--- src/rtl/bfft_pkg.sv ---
// Shared types, codes and sizes for the best-fit free block table.
package bfft_pkg;

    localparam int TABLE_DEPTH = 16;
    localparam int ADDR_W      = 16;
    localparam int SIZE_W      = 16;
    localparam int OP_W        = 2;
    localparam int ST_W        = 2;

    localparam logic [OP_W-1:0] OP_INSERT = 2'd0;
    localparam logic [OP_W-1:0] OP_SEARCH = 2'd1;
    localparam logic [OP_W-1:0] OP_REMOVE = 2'd2;

    localparam logic [ST_W-1:0] ST_DONE      = 2'd0;
    localparam logic [ST_W-1:0] ST_NOT_FOUND = 2'd1;
    localparam logic [ST_W-1:0] ST_FULL      = 2'd2;

    typedef struct packed {
        logic              used;
        logic [ADDR_W-1:0] addr;
        logic [SIZE_W-1:0] size;
    } t_entry;

    typedef struct packed {
        logic              en;
        logic [OP_W-1:0]   op;
        logic [ADDR_W-1:0] addr;
        logic [SIZE_W-1:0] size;
    } t_cmd;

    // flags a cell hands to its right neighbor
    typedef struct packed {
        logic take;  // insert position is at or left of this cell
        logic hit;   // some cell up to here covers the search request
        logic gone;  // remove match at or left of this cell
    } t_flags;

endpackage

--- src/rtl/bfft_cell.sv ---
// One table slot: holds an entry and shifts it left or right on remove and insert.
module bfft_cell
    import bfft_pkg::*;
(
    input  logic   i_clk,
    input  logic   i_rst_n,
    input  t_cmd   i_cmd,
    input  t_entry i_left,
    input  t_entry i_right,
    input  t_flags i_lflags,
    output t_entry o_entry,
    output t_flags o_flags,
    output logic   o_first
);

    logic              r_used;
    logic [ADDR_W-1:0] r_addr;
    logic [SIZE_W-1:0] r_size;

    logic n_used;
    logic [ADDR_W-1:0] n_addr;
    logic [SIZE_W-1:0] n_size;

    logic take, hit, match;

    assign take  = !(r_used && (r_size <= i_cmd.size));
    assign hit   = r_used && (r_size >= i_cmd.size);
    assign match = r_used && (r_addr == i_cmd.addr);

    assign o_flags.take = take;
    assign o_flags.hit  = hit || i_lflags.hit;
    assign o_flags.gone = match || i_lflags.gone;
    assign o_first      = hit && !i_lflags.hit;

    assign o_entry.used = r_used;
    assign o_entry.addr = r_addr;
    assign o_entry.size = r_size;

    always_comb begin
        n_used = r_used;
        n_addr = r_addr;
        n_size = r_size;
        if (i_cmd.en && (i_cmd.op == OP_INSERT) && take) begin
            if (i_lflags.take) begin
                n_used = i_left.used;
                n_addr = i_left.addr;
                n_size = i_left.size;
            end else begin
                n_used = 1'b1;
                n_addr = i_cmd.addr;
                n_size = i_cmd.size;
            end
        end else if (i_cmd.en && (i_cmd.op == OP_REMOVE) && o_flags.gone) begin
            n_used = i_right.used;
            n_addr = i_right.addr;
            n_size = i_right.size;
        end
    end

    always_ff @(posedge i_clk) begin
        if (!i_rst_n) begin
            r_used <= 1'b0;
        end else begin
            r_used <= n_used;
        end
    end

    always_ff @(posedge i_clk) begin
        r_addr <= n_addr;
        r_size <= n_size;
    end

endmodule

--- src/rtl/bfft_chain.sv ---
// Row of table cells plus the best-fit select over their first-hit flags.
module bfft_chain
    import bfft_pkg::*;
(
    input  logic              i_clk,
    input  logic              i_rst_n,
    input  t_cmd              i_cmd,
    output logic              o_full,
    output logic              o_hit,
    output logic              o_gone,
    output logic [ADDR_W-1:0] o_found_addr,
    output logic [SIZE_W-1:0] o_found_size
);

    t_entry                 entries [TABLE_DEPTH];
    t_flags                 flags   [TABLE_DEPTH];
    logic [TABLE_DEPTH-1:0] first;

    localparam t_entry EMPTY = '{used: 1'b0, addr: '0, size: '0};
    localparam t_flags NOFLAGS = '{take: 1'b0, hit: 1'b0, gone: 1'b0};

    for (genvar g = 0; g < TABLE_DEPTH; g++) begin : g_cell
        t_entry left, right;
        t_flags lflags;
        if (g == 0) begin : g_head
            assign left   = EMPTY;
            assign lflags = NOFLAGS;
        end else begin : g_mid
            assign left   = entries[g-1];
            assign lflags = flags[g-1];
        end
        if (g == TABLE_DEPTH - 1) begin : g_tail
            assign right = EMPTY;
        end else begin : g_body
            assign right = entries[g+1];
        end

        bfft_cell u_cell (
            .i_clk    (i_clk),
            .i_rst_n  (i_rst_n),
            .i_cmd    (i_cmd),
            .i_left   (left),
            .i_right  (right),
            .i_lflags (lflags),
            .o_entry  (entries[g]),
            .o_flags  (flags[g]),
            .o_first  (first[g])
        );
    end

    assign o_full = entries[TABLE_DEPTH-1].used;
    assign o_hit  = flags[TABLE_DEPTH-1].hit;
    assign o_gone = flags[TABLE_DEPTH-1].gone;

    // at most one first-hit flag is set, so an OR tree is the mux
    always_comb begin
        o_found_addr = '0;
        o_found_size = '0;
        for (int k = 0; k < TABLE_DEPTH; k++) begin
            o_found_addr = o_found_addr | (entries[k].addr & {ADDR_W{first[k]}});
            o_found_size = o_found_size | (entries[k].size & {SIZE_W{first[k]}});
        end
    end

    for (genvar g = 0; g + 1 < TABLE_DEPTH; g++) begin : g_chk
        // occupied slots stay packed at the low end
        a_packed: assert property (@(posedge i_clk) disable iff (!i_rst_n)
            entries[g+1].used |-> entries[g].used)
            else $error("table has a hole");
        // ascending size order among occupied slots
        a_sorted: assert property (@(posedge i_clk) disable iff (!i_rst_n)
            entries[g+1].used |-> (entries[g].size <= entries[g+1].size))
            else $error("table out of size order");
    end

    a_one_first: assert property (@(posedge i_clk) disable iff (!i_rst_n)
        $onehot0(first))
        else $error("more than one best-fit candidate");

endmodule

--- src/rtl/best_fit_free_block_table_top.sv ---
// Top level of the best-fit free block table: handshakes and result register.
//
//  channel | direction | handshake          | payload
//  --------+-----------+--------------------+------------------------------------------
//  input   | in        | i_valid / o_stall  | i_operation, i_block_address, i_block_size
//  result  | out       | o_valid / i_stall  | o_status, o_found_address, o_found_size
//
// One transfer per cycle while o_stall is low: every operation finishes in the cycle it is taken,
// with the cell row's compare and shift chains settling within that cycle.
// The result register appears on the cycle after the input transfer.
// Input stalls only while a result sits in the register and i_stall is high.
// Synchronous active-low reset empties the table and the result register.
module best_fit_free_block_table_top
    import bfft_pkg::*;
(
    input  logic              i_clk,
    input  logic              i_rst_n,
    input  logic              i_valid,
    output logic              o_stall,
    input  logic [OP_W-1:0]   i_operation,
    input  logic [ADDR_W-1:0] i_block_address,
    input  logic [SIZE_W-1:0] i_block_size,
    output logic              o_valid,
    input  logic              i_stall,
    output logic [ST_W-1:0]   o_status,
    output logic [ADDR_W-1:0] o_found_address,
    output logic [SIZE_W-1:0] o_found_size
);

    logic              r_out_valid;
    logic [ST_W-1:0]   r_status;
    logic [ADDR_W-1:0] r_addr;
    logic [SIZE_W-1:0] r_size;

    logic [ST_W-1:0]   n_status;
    logic [ADDR_W-1:0] n_addr;
    logic [SIZE_W-1:0] n_size;

    logic              accept;
    logic              full, hit, gone;
    logic [ADDR_W-1:0] sel_addr;
    logic [SIZE_W-1:0] sel_size;
    t_cmd              cmd;

    assign o_stall = r_out_valid && i_stall;
    assign accept  = i_valid && !o_stall;

    assign cmd.en   = accept && !((i_operation == OP_INSERT) && full);
    assign cmd.op   = i_operation;
    assign cmd.addr = i_block_address;
    assign cmd.size = i_block_size;

    bfft_chain u_chain (
        .i_clk        (i_clk),
        .i_rst_n      (i_rst_n),
        .i_cmd        (cmd),
        .o_full       (full),
        .o_hit        (hit),
        .o_gone       (gone),
        .o_found_addr (sel_addr),
        .o_found_size (sel_size)
    );

    always_comb begin
        n_addr = '0;
        n_size = '0;
        unique case (i_operation)
            OP_INSERT: n_status = full ? ST_FULL : ST_DONE;
            OP_SEARCH: begin
                n_status = hit ? ST_DONE : ST_NOT_FOUND;
                if (hit) begin
                    n_addr = sel_addr;
                    n_size = sel_size;
                end
            end
            OP_REMOVE: n_status = gone ? ST_DONE : ST_NOT_FOUND;
            default:   n_status = ST_NOT_FOUND;
        endcase
    end

    always_ff @(posedge i_clk) begin
        if (!i_rst_n) begin
            r_out_valid <= 1'b0;
        end else if (accept) begin
            r_out_valid <= 1'b1;
        end else if (!i_stall) begin
            r_out_valid <= 1'b0;
        end
    end

    always_ff @(posedge i_clk) begin
        if (accept) begin
            r_status <= n_status;
            r_addr   <= n_addr;
            r_size   <= n_size;
        end
    end

    assign o_valid         = r_out_valid;
    assign o_status        = r_status;
    assign o_found_address = r_addr;
    assign o_found_size    = r_size;

endmodule
--- config.mk ---
export PLATFORM = sky130hd
export DESIGN_NAME = best_fit_free_block_table_top
export DESIGN_NICKNAME = d
export VERILOG_FILES = /design/src/rtl/bfft_pkg.sv /design/src/rtl/bfft_cell.sv /design/src/rtl/bfft_chain.sv /design/src/rtl/best_fit_free_block_table_top.sv
export SDC_FILE = /design/constraint.sdc
export NUM_CORES = 2
export LEC_CHECK = 0
export CAP_MARGIN = 20
export CORE_MARGIN = 2
export CORE_UTILIZATION = 35
export DETAILED_ROUTE_END_ITERATION = 16
export DONT_BUFFER_PORTS = 1
export SYNTH_ARGS = -nofsm -noshare
export SYNTH_HDL_FRONTEND = slang
export SYNTH_HIERARCHICAL = 1
export SYNTH_SLANG_ARGS = --single-unit
--- constraint.sdc ---
create_clock -name i_clk -period 6.8 [get_ports i_clk]
set_input_delay 1.02 -clock i_clk [delete_from_list [all_inputs] [get_ports i_clk]]
set_output_delay 1.02 -clock i_clk [all_outputs]
set_load 0.02 [all_outputs]
After elaboration in Yosys (flattened, before gate mapping)
Index checks and enable logic that the tools add are counted.
Widths: inputs -> output; s select.
{"block": "op_classes", "n_bitwise": 62, "eq_ne": 19, "n_div": 0, "mux": 146, "n_lt_le_gt_ge": 32, "reduce_logical": 182, "n_mul": 0, "n_shift": 0, "add_sub_neg": 0}
{"cell": "$mux 16", "count": 93}
{"cell": "$and 16x16->16", "count": 32}
{"cell": "$or 16x16->16", "count": 30}
{"cell": "$eq 16x16->1", "count": 16}
{"cell": "$ge 16x16->1", "count": 16}
{"cell": "$le 16x16->1", "count": 16}
{"cell": "$logic_and 1x1->1", "count": 101}
{"cell": "$mux 1", "count": 51}
{"cell": "$logic_not 1->1", "count": 33}
{"cell": "$reduce_bool 2->1", "count": 16}
{"cell": "$logic_or 1x1->1", "count": 30}
{"cell": "$pmux 2 s3", "count": 1}
{"cell": "$eq 2x1->1 const B", "count": 1}
{"cell": "$eq 2x2->1 const B", "count": 1}
{"cell": "$logic_not 2->1", "count": 1}
{"cell": "$mux 2", "count": 1}
{"cell": "$ne 2x1->1 const B", "count": 1}
{"cell": "$reduce_and 2->1", "count": 1}
{"block": "totals", "latch_bits": 0, "ramBits": 0, "regBits": 563, "n_memories": 0, "wordCells": 493, "romBits": 0, "output_inout_bits": 36}

Longest topological paths before layout
{"block": "depth", "word_depth": 20, "mapped_depth": 27, "mapped_depth_nobuf": 26}

Modules after synthesis
The synthesis kept the hierarchy.
{"mod": "bfft_cell at u_chain.g_cell[0].u_cell ...", "instances": 9, "area_each_um2": 2638.8, "seq_area_each_um2": 980.9, "cells_per_inst": 220}
{"mod": "bfft_cell at u_chain.g_cell[3].u_cell ...", "instances": 7, "area_each_um2": 2556.2, "seq_area_each_um2": 980.9, "cells_per_inst": 220}
{"mod": "bfft_chain", "instances": 1, "area_each_um2": 2819.0, "seq_area_each_um2": 0.0, "cells_per_inst": 337}
{"mod": "best_fit_free_block_table_top", "instances": 1, "area_each_um2": 1391.3, "seq_area_each_um2": 1041.0, "cells_per_inst": 79}

Worst setup path before layout
OpenSTA, ideal clock, no wires.
{"block": "synth_timing", "kind": "input port to flip-flop", "startpoint": "input port i_block_size[11]", "endpoint": "register r_size[9], in the netlist o_found_size[9] (data pin)", "stages": 27, "setup_slack_ps": 474, "t_arrival_ps": 6199, "required_time_ps": 6672, "n_path_buf": 1, "path_cell_list": "inv_1 -> ha_1 -> a21oi_1 -> nor2_1 -> nor4_2 -> nand3_1 -> a31o_2 -> a31o_2 -> a31o_2 -> a31o_2 -> a31o_2 -> a31o_2 -> a31o_2 -> a31o_2 -> a31o_2 -> a31o_2 -> a31o_2 -> a31o_2 -> a31o_2 -> a31o_2 -> a31o_2 -> and4b_1 -> buf_2 -> a22o_1 -> a221oi_2 -> nand4_1 -> and2_4"}
{"item": "from (decl)", "line_no": "best_fit_free_block_table_top.sv:22", "rtl": "input logic [SIZE_W-1:0] i_block_size,"}
{"item": "to (signal assigned)", "line_no": "best_fit_free_block_table_top.sv:95", "rtl": "r_size <= n_size;"}
{"item": "to (decl)", "line_no": "best_fit_free_block_table_top.sv:33", "rtl": "logic [SIZE_W-1:0] r_size;"}

==> run summary <==
The tools report the register-to-register setup slack as 0.49 ns. Among all stages on the critical path, the largest delay is contributed by edfxtp_1. For the global-route congestion overflow total, the log shows 0.

Last weighted congestion value of the routability-driven placer: 0.981. The worst hold path depth came out at 1. The starting density of the core came out at 0.353. The number of gates resized after CTS was 0.

The overall die area was 0.134 mm². The clock slew at the register clock pins of the worst setup and hold paths works out to 0.06 ns. The worst hold path begins at i_rst_n. The total power was 10.3 mW. The Yosys step of the flow raised 6 warnings. Across the routed clock network, the largest skew measured is 0.0384 ns.

At the pin with the least slew margin, the transition time is 1.25 ns. The logs give 0 for the hold violation count in the final report and 0.000163 V for the peak ir drop on the vdd network. In this run the post-CTS setup repair buffer count came out at 0.

Dominant delay contributor by cell family on the critical path: compound AO/OA/AOI/OAI gates. The count of buffers added on input and output ports is 0. The summed negative setup slack over all endpoints was 0 ns.

Based on the critical path, the design can be clocked at up to 159 MHz. The total clock buffers created by CTS came out at 72. The library cell used as clock root buffer was clkbuf_16. The per-instance average area after synthesis came out at 11.7 µm². The filler cells instantiated in the layout total 12.5k. The share of final-layout standard cells stronger than drive strength 1 is 0.297. Clock insertion delay at the later pin of the skew report: 0.67 ns.

The area of the placeable core was 0.130 mm²; the cell area after layout was 0.0503 mm². For the total area of sequential cells, the log shows 0.0167 mm². Final worst setup slack: 0.495 ns. Counting cells, the worst reg-to-reg path comes to 27. Summing all placed instances gives a cell area of 0.0479 mm². The cell count after synthesis came out at 3933.

The clock passes through at most 3 buffers. The tightest hold path in the finished design has a slack of 0.475 ns. The data arrival time of the critical path is 6.83 ns, and the fraction of the cycle the final worst path needs is 0.927. The min-delay analysis places its worst path in the category input port to flop.

Max-slew violation total from the final report: 0. Row generation in the floorplan step produced 132 rows. In the final layout, the multi-input gates occupy 0.0268 mm².

Measured along the x axis, the die boundary spans 366 µm. The HPWL reported at the end of detailed placement is 133 mm, and the number of optimization iterations in the first detailed-route pass is 6. The routed design has 184 mm of wire. Routed via count divided by cell count: 6.10. The flow ran to the end, and the final reports show no timing, DRC or antenna violations.

In the routed design, unresolved DRC markers number 0. The final routed wire length divided by cell count is 31.9 µm. Library cell appearing most often on the critical path: a31o_2.

The post-placement worst setup slack is 0.0707 ns. The worst register-to-register path begins at u_chain/g_cell[0].u_cell/r_size[13]. The worst hold path terminates at o_valid. The number of global-route vias before repair was 33.2k; the maximum fanout along the worst path was 20. The logs give 4 for the number of antenna violations at the first check in global routing and 4830 for the number of violations reported at the end of detailed-routing iteration 0. The total number of nets in the final design came out at 4274. Entering global routing, the biggest net connects 52 pins. After clock tree synthesis, the flow added hold-fix buffers numbering 0. The run gives 7.33 ns as the required time of the critical path. The endpoint of the lowest-slack register-to-register path was o_found_size[14].

The tools report the aggregate global-route resource usage as 0.264. In this run the vertical extent of the chip is 366 µm. STA classifies the critical path endpoint as a flop. During I/O placement, the number of pins put on the boundary was 74. For this design the static power due to leakage is 19.5 nW. Layout overhead on the synthesized area: 9.81%. The power density normalized to cell area came out at 204 mW/mm².

The tightest slew margin relative to the limit came out at 0.160. Clock tree synthesis found a total of 563 sinks. In this design, the stage delay of the slowest critical-path cell is 0.51 ns. The first global-routing pass estimated 256 mm of wire.

Setup repair after global routing left no endpoint under its margin. Total of endpoints with negative setup slack in the final report: 0. By startpoint and endpoint, the worst setup path is classified as flop to flop.

The critical path contains buffers and inverters numbering 2 combined. The number of vias in the routed layout was 35.2k. The max-capacitance violation count is 0. TritonCTS built the clock tree. The time the final worst path needs with I/O delays and setup was 6.31 ns; the number of nets still failing antenna checks after routing was 0. STA classifies the critical path startpoint as a flop. The mapped cell area is 0.0458 mm², and the CTS H-tree depth is 3.
==> worst max-delay path by stage <==
stage,start,end,slack (ns),cells after the start
final,u_chain/g_cell[0].u_cell/r_size[13],o_found_size[14],0.49,27
after detailed placement,i_block_size[13],o_found_address[0],0.07,28
after floorplan,i_block_size[11],o_found_size[9],0.47,27
after CTS,u_chain/g_cell[0].u_cell/r_size[13],o_found_size[14],0.58,27
after global placement,i_block_size[13],o_found_address[0],0.08,28
after global routing,u_chain/g_cell[0].u_cell/r_size[13],o_found_address[10],0.31,27
==> final cells by class <==
type,count,area share
Timing Repair Buffer,127,0.0244
Multi-Input combinational cell,2927,0.533
Clock inverter,38,0.00679
Tap cell,1742,0.0433
Clock buffer,94,0.0389
Antenna cell,1,0.0000497
Inverter,289,0.0216
Sequential cell,563,0.333
==> power by group <==
part           switching (mW)  internal (mW)
Combinational            1.11          0.897
Clock                    1.72           2.20
Sequential              0.307           4.03
Total                    3.13           7.13
==> cell usage in the layout, fill, tap and decap left out, types with 17 or more instances in the layout <==
cell,instances
edfxtp_1,546
mux2_4,448
nand2_1,336
mux2_2,336
inv_1,289
o21ai_0,272
ha_1,256
xnor2_1,192
a22o_1,129
a221oi_1,120
buf_4,106
a21oi_1,80
nand4_1,78
clkbuf_16,75
conb_1,73
xor2_1,64
nor2b_1,49
nor2_1,48
nor3_1,47
nand3_1,32
a31o_2,32
a31oi_4,31
a221oi_2,24
nor4_1,23
a211oi_1,23
o31ai_1,23
and2_4,21
clkbuf_1,18
nand4_2,18
nand2b_1,17
dfxtp_1,17
buf_12,17
==> sequential cells by signal, indices dropped and copies added, names as in the netlist <==
signal                        count
u_chain/g_cell.u_cell/r_used     16
u_chain/g_cell.u_cell/r_size    256
o_found_size                     16
u_chain/g_cell.u_cell/r_addr    256
o_found_address                  16
o_valid                           1
o_status                          2
==> metrics by stage <==
stage | util | cells
2_1_floorplan | - | 4005
3_3_place_gp | 0.369 | 5643
3_5_place_dp | 0.369 | 5643
4_1_cts | 0.387 | 5775
5_1_grt | 0.388 | 5780
6_report | 0.388 | 5781
==> layer usage <==
metal	wire, µm	vias to the layer above	GRT usage
met5	0	-	0
met4	9390	0	0.115
li1	-	14910	-
met3	19200	422	0.0481
met2	80300	2227	0.406
met1	75400	17687	0.360
Power figures use the tool's default switching activity.
